===== config.mk =====
export PLATFORM = sky130hd
export DESIGN_NAME = two_class_age_ordered_queue_flat
export DESIGN_NICKNAME = d
export VERILOG_FILES = /design/src/tcq_pkg.sv /design/src/tcq_if.sv /design/src/tcq_cell.sv /design/src/tcq_lane.sv /design/src/two_class_age_ordered_queue.sv /design/src/flat_wrapper.sv
export SDC_FILE = /design/constraint.sdc
export NUM_CORES = 1
export LEC_CHECK = 0
export BUFFER_PORTS_ARGS = -buffer_cell sky130_fd_sc_hd__buf_2
export CAP_MARGIN = 0
export CORE_MARGIN = 3
export CORE_UTILIZATION = 50
export DETAILED_ROUTE_END_ITERATION = 10
export GPL_TIMING_DRIVEN = 0
export PLACE_DENSITY = 0.75
export SYNTH_ARGS = -nofsm -noshare
export SYNTH_HDL_FRONTEND = slang
export SYNTH_SLANG_ARGS = --single-unit
export TNS_END_PERCENT = 5

===== constraint.sdc =====
create_clock -name i_clk -period 3.6 [get_ports i_clk]
set_clock_uncertainty 0.05 [all_clocks]
set_input_delay 0.72 -clock i_clk [delete_from_list [all_inputs] [get_ports i_clk]]
set_output_delay 0.72 -clock i_clk [all_outputs]
set_load 0.05 [all_outputs]

===== src/tcq_pkg.sv =====
// ----------------------------------------------------------------------------
// tcq_pkg: shared types and constants for the two-class age-ordered queue
// Command and status codes, class codes, lane control and status structs.
// ----------------------------------------------------------------------------
package tcq_pkg;

    localparam int CMD_BITS       = 3;
    localparam int STATUS_BITS    = 2;

    localparam int DEF_QUEUE_DEPTH = 16;
    localparam int DEF_TAG_BITS    = 8;
    localparam int DEF_STAMP_BITS  = 8;

    typedef enum logic [CMD_BITS-1:0] {
        CMD_PUSH_CAT   = 3'd0,
        CMD_PUSH_DOG   = 3'd1,
        CMD_POP_DOG    = 3'd2,
        CMD_POP_CAT    = 3'd3,
        CMD_POP_OLDEST = 3'd4
    } t_cmd;

    typedef enum logic [STATUS_BITS-1:0] {
        ST_OK    = 2'd0,
        ST_EMPTY = 2'd1,
        ST_FULL  = 2'd2
    } t_status;

    localparam logic CLS_CAT = 1'b0;
    localparam logic CLS_DOG = 1'b1;

    typedef struct packed {
        logic push;
        logic pop;
    } t_lane_ctl;

    typedef struct packed {
        logic empty;
        logic full;
        logic one;
    } t_lane_stat;

endpackage


===== src/tcq_if.sv =====
// ----------------------------------------------------------------------------
// tcq_in_if / tcq_out_if: command and result channels
// Valid/ready channels; a word moves when valid and ready are both high.
// ----------------------------------------------------------------------------
interface tcq_in_if
    import tcq_pkg::*;
#(
    parameter int TAG_BITS = DEF_TAG_BITS
);
    logic                valid;
    logic                ready;
    logic [CMD_BITS-1:0] cmd;
    logic [TAG_BITS-1:0] item_tag;

    modport source (output valid, output cmd, output item_tag, input ready);
    modport sink   (input valid, input cmd, input item_tag, output ready);
endinterface

interface tcq_out_if
    import tcq_pkg::*;
#(
    parameter int TAG_BITS = DEF_TAG_BITS
);
    logic                   valid;
    logic                   ready;
    logic [STATUS_BITS-1:0] status;
    logic                   got_item;
    logic                   got_class;
    logic [TAG_BITS-1:0]    got_tag;
    logic                   cat_is_empty;
    logic                   dog_is_empty;

    modport source (output valid, output status, output got_item, output got_class,
                    output got_tag, output cat_is_empty, output dog_is_empty,
                    input ready);
    modport sink   (input valid, input status, input got_item, input got_class,
                    input got_tag, input cat_is_empty, input dog_is_empty,
                    output ready);
endinterface


===== src/tcq_cell.sv =====
// ----------------------------------------------------------------------------
// tcq_cell: one storage cell of a class queue
// Loads a new entry at the tail, or takes its neighbor's entry on a pop.
// ----------------------------------------------------------------------------
module tcq_cell
    import tcq_pkg::*;
#(
    parameter int ENTRY_BITS = DEF_TAG_BITS + DEF_STAMP_BITS
) (
    input  logic                  i_clk,
    input  logic                  i_load,
    input  logic                  i_shift,
    input  logic [ENTRY_BITS-1:0] i_load_data,
    input  logic [ENTRY_BITS-1:0] i_next_data,
    output logic [ENTRY_BITS-1:0] o_data
);
    logic [ENTRY_BITS-1:0] r_data;

    always_ff @(posedge i_clk) begin
        if (i_load) begin
            r_data <= i_load_data;
        end else if (i_shift) begin
            r_data <= i_next_data;
        end
    end

    assign o_data = r_data;
endmodule


===== src/tcq_lane.sv =====
// ----------------------------------------------------------------------------
// tcq_lane: one class queue built as a chain of cells
// Head sits in cell 0; a pop shifts every cell one step toward the head.
// ----------------------------------------------------------------------------
module tcq_lane
    import tcq_pkg::*;
#(
    parameter int DEPTH      = DEF_QUEUE_DEPTH,
    parameter int ENTRY_BITS = DEF_TAG_BITS + DEF_STAMP_BITS
) (
    input  logic                  i_clk,
    input  logic                  i_rst_n,
    input  t_lane_ctl             i_ctl,
    input  logic [ENTRY_BITS-1:0] i_entry,
    output logic [ENTRY_BITS-1:0] o_head,
    output t_lane_stat            o_stat
);
    localparam int FILL_BITS = $clog2(DEPTH + 1);

    logic [FILL_BITS-1:0]  r_fill;
    logic [FILL_BITS-1:0]  n_fill;
    logic [ENTRY_BITS-1:0] w_data [DEPTH];

    always_comb begin
        n_fill = r_fill;
        if (i_ctl.push) begin
            n_fill = r_fill + FILL_BITS'(1);
        end else if (i_ctl.pop) begin
            n_fill = r_fill - FILL_BITS'(1);
        end
    end

    always_ff @(posedge i_clk) begin
        if (!i_rst_n) begin
            r_fill <= '0;
        end else begin
            r_fill <= n_fill;
        end
    end

    for (genvar i = 0; i < DEPTH; i++) begin : g_cell
        // last cell keeps its own word on a shift; it is beyond the fill then
        tcq_cell #(
            .ENTRY_BITS (ENTRY_BITS)
        ) u_cell (
            .i_clk       (i_clk),
            .i_load      (i_ctl.push && (r_fill == FILL_BITS'(i))),
            .i_shift     (i_ctl.pop),
            .i_load_data (i_entry),
            .i_next_data (w_data[(i == DEPTH - 1) ? i : i + 1]),
            .o_data      (w_data[i])
        );
    end

    assign o_head       = w_data[0];
    assign o_stat.empty = (r_fill == '0);
    assign o_stat.full  = (r_fill == FILL_BITS'(DEPTH));
    assign o_stat.one   = (r_fill == FILL_BITS'(1));
endmodule


===== src/two_class_age_ordered_queue.sv =====
// ----------------------------------------------------------------------------
// two_class_age_ordered_queue: cat/dog queue with shared arrival stamps
//
// Command channel i_in carries cmd and item_tag; result channel o_out
// carries one result word per command: status, got_item, got_class,
// got_tag and both empty flags after the command.
// A push stamps the tag with the arrival counter and appends it to its
// class queue; a pop takes a class head; pop oldest serves the head with
// the older stamp (wrap-aware compare).
// The result word is registered in the cycle after a command is taken;
// one command per cycle is sustained unless o_out stalls. Each queue is
// a chain of cells, head first, so a command touches one head or tail.
// The result register frees in the cycle it is taken, so a new command
// is accepted whenever o_out is empty or o_out.ready is high.
// Synchronous reset empties both queues, clears the arrival counter and
// drops any pending result. A stalled receiver holds the result and
// backpressures the command channel.
// ----------------------------------------------------------------------------
module two_class_age_ordered_queue
    import tcq_pkg::*;
#(
    parameter int QUEUE_DEPTH = DEF_QUEUE_DEPTH,
    parameter int TAG_BITS    = DEF_TAG_BITS,
    parameter int STAMP_BITS  = DEF_STAMP_BITS
) (
    input  logic     i_clk,
    input  logic     i_rst_n,
    tcq_in_if.sink   i_in,
    tcq_out_if.source o_out
);
    localparam int ENTRY_BITS = TAG_BITS + STAMP_BITS;

    logic [STAMP_BITS-1:0] r_stamp;
    logic                  r_valid;
    t_status               r_status;
    logic                  r_got_item;
    logic                  r_got_class;
    logic [TAG_BITS-1:0]   r_got_tag;
    logic                  r_cat_empty;
    logic                  r_dog_empty;

    t_status               n_status;
    logic                  n_got_item;
    logic                  n_got_class;
    logic [TAG_BITS-1:0]   n_got_tag;

    t_lane_ctl             w_cat_ctl;
    t_lane_ctl             w_dog_ctl;
    t_lane_stat            w_cat_stat;
    t_lane_stat            w_dog_stat;
    logic [ENTRY_BITS-1:0] w_cat_head;
    logic [ENTRY_BITS-1:0] w_dog_head;
    logic [ENTRY_BITS-1:0] w_entry;
    logic [STAMP_BITS-1:0] w_stamp_diff;
    logic                  w_accept;
    logic                  w_pick_valid;
    logic                  w_pick;

    assign i_in.ready = !r_valid || o_out.ready;
    assign w_accept   = i_in.valid && i_in.ready;
    assign w_entry    = {r_stamp, i_in.item_tag};

    assign w_stamp_diff = w_cat_head[ENTRY_BITS-1:TAG_BITS]
                        - w_dog_head[ENTRY_BITS-1:TAG_BITS];

    always_comb begin
        w_cat_ctl    = '0;
        w_dog_ctl    = '0;
        w_pick_valid = 1'b0;
        w_pick       = CLS_CAT;
        n_status     = ST_OK;
        n_got_item   = 1'b0;
        n_got_class  = CLS_CAT;
        n_got_tag    = '0;

        unique case (i_in.cmd)
            CMD_PUSH_CAT: begin
                if (w_cat_stat.full) begin
                    n_status = ST_FULL;
                end else begin
                    w_cat_ctl.push = w_accept;
                end
            end
            CMD_PUSH_DOG: begin
                if (w_dog_stat.full) begin
                    n_status = ST_FULL;
                end else begin
                    w_dog_ctl.push = w_accept;
                end
            end
            CMD_POP_CAT: begin
                w_pick_valid = 1'b1;
                w_pick       = CLS_CAT;
            end
            CMD_POP_DOG: begin
                w_pick_valid = 1'b1;
                w_pick       = CLS_DOG;
            end
            CMD_POP_OLDEST: begin
                w_pick_valid = 1'b1;
                // empty cat side serves dog; otherwise older stamp wins
                if (w_cat_stat.empty) begin
                    w_pick = CLS_DOG;
                end else if (w_dog_stat.empty) begin
                    w_pick = CLS_CAT;
                end else begin
                    w_pick = w_stamp_diff[STAMP_BITS-1] ? CLS_CAT : CLS_DOG;
                end
            end
            default: begin
            end
        endcase

        if (w_pick_valid) begin
            if (w_pick == CLS_CAT) begin
                if (w_cat_stat.empty) begin
                    n_status = ST_EMPTY;
                end else begin
                    w_cat_ctl.pop = w_accept;
                    n_got_item    = 1'b1;
                    n_got_class   = CLS_CAT;
                    n_got_tag     = w_cat_head[TAG_BITS-1:0];
                end
            end else begin
                if (w_dog_stat.empty) begin
                    n_status = ST_EMPTY;
                end else begin
                    w_dog_ctl.pop = w_accept;
                    n_got_item    = 1'b1;
                    n_got_class   = CLS_DOG;
                    n_got_tag     = w_dog_head[TAG_BITS-1:0];
                end
            end
        end
    end

    tcq_lane #(
        .DEPTH      (QUEUE_DEPTH),
        .ENTRY_BITS (ENTRY_BITS)
    ) u_cat_lane (
        .i_clk   (i_clk),
        .i_rst_n (i_rst_n),
        .i_ctl   (w_cat_ctl),
        .i_entry (w_entry),
        .o_head  (w_cat_head),
        .o_stat  (w_cat_stat)
    );

    tcq_lane #(
        .DEPTH      (QUEUE_DEPTH),
        .ENTRY_BITS (ENTRY_BITS)
    ) u_dog_lane (
        .i_clk   (i_clk),
        .i_rst_n (i_rst_n),
        .i_ctl   (w_dog_ctl),
        .i_entry (w_entry),
        .o_head  (w_dog_head),
        .o_stat  (w_dog_stat)
    );

    always_ff @(posedge i_clk) begin
        if (!i_rst_n) begin
            r_stamp <= '0;
            r_valid <= 1'b0;
        end else begin
            if (w_cat_ctl.push || w_dog_ctl.push) begin
                r_stamp <= r_stamp + STAMP_BITS'(1);
            end
            if (w_accept) begin
                r_valid <= 1'b1;
            end else if (o_out.ready) begin
                r_valid <= 1'b0;
            end
        end
    end

    // result word; empty flags reflect the queues after this command
    always_ff @(posedge i_clk) begin
        if (w_accept) begin
            r_status    <= n_status;
            r_got_item  <= n_got_item;
            r_got_class <= n_got_class;
            r_got_tag   <= n_got_tag;
            r_cat_empty <= w_cat_ctl.push ? 1'b0 :
                           w_cat_ctl.pop  ? w_cat_stat.one : w_cat_stat.empty;
            r_dog_empty <= w_dog_ctl.push ? 1'b0 :
                           w_dog_ctl.pop  ? w_dog_stat.one : w_dog_stat.empty;
        end
    end

    assign o_out.valid        = r_valid;
    assign o_out.status       = r_status;
    assign o_out.got_item     = r_got_item;
    assign o_out.got_class    = r_got_class;
    assign o_out.got_tag      = r_got_tag;
    assign o_out.cat_is_empty = r_cat_empty;
    assign o_out.dog_is_empty = r_dog_empty;
endmodule


===== src/flat_wrapper.sv =====
// flat-port wrapper written by rule: the top's interface ports become plain ports
module two_class_age_ordered_queue_flat import tcq_pkg::*;
#(
    parameter int QUEUE_DEPTH = DEF_QUEUE_DEPTH,
    parameter int TAG_BITS    = DEF_TAG_BITS,
    parameter int STAMP_BITS  = DEF_STAMP_BITS
)
  (i_clk, i_rst_n, i_in_valid, i_in_cmd, i_in_item_tag, i_in_ready, o_out_valid, o_out_status, o_out_got_item, o_out_got_class, o_out_got_tag, o_out_cat_is_empty, o_out_dog_is_empty, o_out_ready);
  tcq_in_if #(.TAG_BITS(TAG_BITS)) i_in_i ();
  tcq_out_if #(.TAG_BITS(TAG_BITS)) o_out_i ();
  input  logic i_clk;
  input  logic i_rst_n;
  input wire logic [$bits(i_in_i.valid)-1:0] i_in_valid;
  input wire logic [$bits(i_in_i.cmd)-1:0] i_in_cmd;
  input wire logic [$bits(i_in_i.item_tag)-1:0] i_in_item_tag;
  output wire logic [$bits(i_in_i.ready)-1:0] i_in_ready;
  output wire logic [$bits(o_out_i.valid)-1:0] o_out_valid;
  output wire logic [$bits(o_out_i.status)-1:0] o_out_status;
  output wire logic [$bits(o_out_i.got_item)-1:0] o_out_got_item;
  output wire logic [$bits(o_out_i.got_class)-1:0] o_out_got_class;
  output wire logic [$bits(o_out_i.got_tag)-1:0] o_out_got_tag;
  output wire logic [$bits(o_out_i.cat_is_empty)-1:0] o_out_cat_is_empty;
  output wire logic [$bits(o_out_i.dog_is_empty)-1:0] o_out_dog_is_empty;
  input wire logic [$bits(o_out_i.ready)-1:0] o_out_ready;
  assign i_in_i.valid = i_in_valid;
  assign i_in_i.cmd = i_in_cmd;
  assign i_in_i.item_tag = i_in_item_tag;
  assign i_in_ready = i_in_i.ready;
  assign o_out_valid = o_out_i.valid;
  assign o_out_status = o_out_i.status;
  assign o_out_got_item = o_out_i.got_item;
  assign o_out_got_class = o_out_i.got_class;
  assign o_out_got_tag = o_out_i.got_tag;
  assign o_out_cat_is_empty = o_out_i.cat_is_empty;
  assign o_out_dog_is_empty = o_out_i.dog_is_empty;
  assign o_out_i.ready = o_out_ready;
  two_class_age_ordered_queue #(.QUEUE_DEPTH(QUEUE_DEPTH), .TAG_BITS(TAG_BITS), .STAMP_BITS(STAMP_BITS)) u_core (.i_clk(i_clk), .i_rst_n(i_rst_n), .i_in(i_in_i), .o_out(o_out_i));
endmodule

==> results.json <==
{
  "fin_crit_sh": 0.958,
  "cts_sinks": 545,
  "cp_slowest_cell": "edfxtp_1",
  "async_reset_ff_frac": 0,
  "clock_path_buffers": 3,
  "rsz0062_at_grt": "yes",
  "core_area_sq_um": 46900,
  "vias_per_cell": 5.64,
  "cp.arrival_ns": 3.71,
  "antenna_left": 0,
  "gp_congestion": 0.853,
  "hold_viol_final": 0,
  "fmax_ghz": 0.290,
  "crit_buf_inv": 2,
  "syn-num-nets": 1442,
  "area_growth_pct": 11.4,
  "yosys.cell_types.count": 45,
  "avgSynthCellArea_sq_um": 17.0,
  "slew_headroom": 0.364,
  "antenna_found_initial": 0,
  "synthCells": 1408,
  "worstSetupStartpointType": "register",
  "ys_seq_elements": 545,
  "numCtsBuffers": 53,
  "vias": 12200,
  "cellPowerDensity_nw_per_um2": 476,
  "ys_seq_area_frac": 0.677,
  "grt_pass1_wl_mm": 72.6,
  "placed_cell_area_sq_um": 25000,
  "finalNonFillerCells": 2163,
  "synth_edf_count": 526,
  "fill_cells": 3574,
  "path_clk_slew_ns": 0.06,
  "cp_max_fo": 11,
  "die_w_um": 225,
  "max_stage_delay_ns": 0.42,
  "pin_count": 31,
  "drv_slew": 0,
  "end_kind": "register",
  "track_usage": 0.187,
  "setup_viol": 0,
  "clk_latency_ns": 0.61,
  "dieHeight_um": 225,
  "io_buffer_count": 29,
  "max_cap_viol_count": 0,
  "drive_above_1_share": 0.449,
  "tightest_slew_ns": 0.954,
  "htree_num_levels": 2,
  "ir_worst_vdd_mv": 0.412,
  "grt_pass1_vias": 12500,
  "dpl.hpwl_mm": 32.5,
  "first_iter_violations": 1039,
  "min_period_ns": 3.45,
  "min_path_type": "primary input to register",
  "nets": 1547,
  "critPathRequiredTime_ns": 3.86,
  "netlist_area_sq_um": 23900,
  "drc": 0,
  "critical_path_class": "register to register",
  "initial_utilization": 0.510,
  "drtPass1Iterations": 5,
  "synth-warning-count": 0,
  "cpLargestDelayFamily": "compound AO/OA/AOI/OAI gates",
  "path_cells": "ha_1, and2_1, a221o_1, a41o_1, mux2i_2, nand2_2, clkbuf_1, o21ai_1, buf_4",
  "antennaDiodeCount": 0,
  "routedWlPerCell_um": 21.6,
  "p_leak_uw": 0.00866,
  "fin_hold_ws_ns": 0.324,
  "dp.cells": 2064,
  "cts_root_buf": "clkbuf_16",
  "cts_tree": "built",
  "grt_max_degree": 17,
  "finalWirelength_mm": 46.6,
  "die_area_sq_um": 50500,
  "num_rows": 79,
  "finalCoreUtilization": 0.568,
  "stdcell_area_sq_um": 26600,
  "grt_overflow": 0,
  "status": "finished clean",
  "ys.flop_type": "edfxtp_1"
}
[registers in the layout (all words and copies together), names as in the netlist, 2 cells and up]
name	flops
u_core.u_cat_lane.r_fill	5
u_core.u_cat_lane.g_cell.u_cell.o_data	256
u_core.u_dog_lane.g_cell.u_cell.o_data	256
u_core.u_dog_lane.r_fill	5
u_core.r_stamp	8
u_core.o_out.got_tag	8
u_core.o_out.status	2
[worst paths after layout]
path / from / end / slack (ns) / depth (start not counted)
min: i_in_item_tag[2] / u_core.u_dog_lane.g_cell[15].u_cell.o_data[2] / 0.32 / 1
max reg2reg: u_core.u_cat_lane.g_cell[0].u_cell.o_data[14] / u_core.u_cat_lane.g_cell[1].u_cell.o_data[14] / 0.15 / 9
max: u_core.u_cat_lane.g_cell[0].u_cell.o_data[14] / u_core.u_cat_lane.g_cell[1].u_cell.o_data[14] / 0.15 / 9
min reg2reg: u_core.r_stamp[2] / u_core.u_dog_lane.g_cell[15].u_cell.o_data[10] / 0.47 / 0
[timing repair]
item                       CTS  global route
setup endpoints to repair   65           173
setup buffers                1             0
hold buffers                 0             0
gates resized for setup      0             6
[metal layers]
layer  vias to the layer above  part of all wire  track usage  routed length (um)
met5                         -                 0            0                   0
met4                         0             0.029       0.0644                1370
met3                        78             0.055       0.0287                2550
met2                       336              0.48        0.308               22500
met1                      6191              0.43        0.256               20200
li1                       5604                 -            -                   -
[cell usage in the layout (no fill, tap or decap), types with 6 or more instances in the layout]
cell,netlist,routed
edfxtp_1,526,526
mux2_2,481,481
clkbuf_1,61,74
clkbuf_16,0,53
buf_2,19,48
buf_4,22,43
nor2_2,28,28
nand2_1,27,26
nand3_1,23,23
ha_1,19,19
dfxtp_1,19,19
inv_1,17,17
and2_1,16,16
o21ai_1,0,16
a21oi_1,15,15
clkinv_2,0,15
nand2b_1,12,12
clkinv_1,0,12
nor2_1,11,11
o21ai_2,0,10
xnor2_1,8,8
nand4_1,6,6
[layout make-up]
class                           count  area, sq um  share of cell area
Buffer                            102          489              0.0184
Clock buffer                       66         1380              0.0516
Clock inverter                     32          246             0.00925
Inverter                           17         63.8             0.00240
Multi-Input combinational cell    744         7220               0.271
Sequential cell                   545        16200               0.607
Tap cell                          607          759              0.0285
Timing Repair Buffer               50          303              0.0114
[cells by family after synthesis]
kind of cell    count (synthesis)  synth area share
flops                         545             0.677
mux                           489             0.230
simple gates                  153            0.0371
buf+inv                       119            0.0231
compound gates                 73            0.0190
fa+ha+maj                      19           0.00995
xor+xnor                       10           0.00366
[stage by stage]
stage | setup slack (ns) | TNS, ns | total power (uW)
final | 0.152 | 0 | 12700
after global routing | -0.0586 | -1.29 | 13100
after floorplan | 0.0192 | 0 | 7450
after global placement | -0.647 | -142.27 | 7590
after detailed placement | -0.107 | -5.49 | 7610
after CTS | 0.0479 | 0 | 12800
[cells in the mapped netlist, types with 2 or more instances]
master | count | share of area
nor2_2 | 28 | 0.0073
nor4b_1 | 3 | 0.0011
buf_2 | 19 | 0.0040
a31o_2 | 2 | 0.00073
nor2b_1 | 5 | 0.0013
buf_4 | 22 | 0.0069
a41oi_1 | 2 | 0.00073
a21boi_0 | 2 | 0.00063
nand4_1 | 6 | 0.0016
nand2_2 | 3 | 0.00079
xnor2_1 | 8 | 0.0029
mux2_2 | 481 | 0.23
and2_1 | 16 | 0.0042
a311o_1 | 2 | 0.00084
a32oi_1 | 3 | 0.0011
nor3_1 | 4 | 0.00084
o21ai_0 | 31 | 0.0065
a21oi_1 | 15 | 0.0031
dfxtp_1 | 19 | 0.016
nor3b_1 | 3 | 0.00094
a31oi_1 | 5 | 0.0013
and3_1 | 3 | 0.00079
nand2_1 | 27 | 0.0042
o211ai_1 | 2 | 0.00063
ha_1 | 19 | 0.0099
clkbuf_1 | 61 | 0.0096
edfxtp_1 | 526 | 0.66
inv_1 | 17 | 0.0027
o2111ai_1 | 5 | 0.0018
nor2_1 | 11 | 0.0017
xor2_1 | 2 | 0.00073
or3_1 | 2 | 0.00052
nand2b_1 | 12 | 0.0031
nand3_1 | 23 | 0.0048
mux2i_1 | 5 | 0.0021
nor3_4 | 4 | 0.0027
mux2i_2 | 2 | 0.0012
[power breakdown]
part | switching [uW] | leakage, uW | internal, uW
clock network | 2320 | 0.000802 | 2870
registers | 35.5 | 0.00493 | 7000
logic | 312 | 0.00292 | 136
total | 2660 | 0.00866 | 10000
Note: power is estimated with default switching activity, not from simulation.
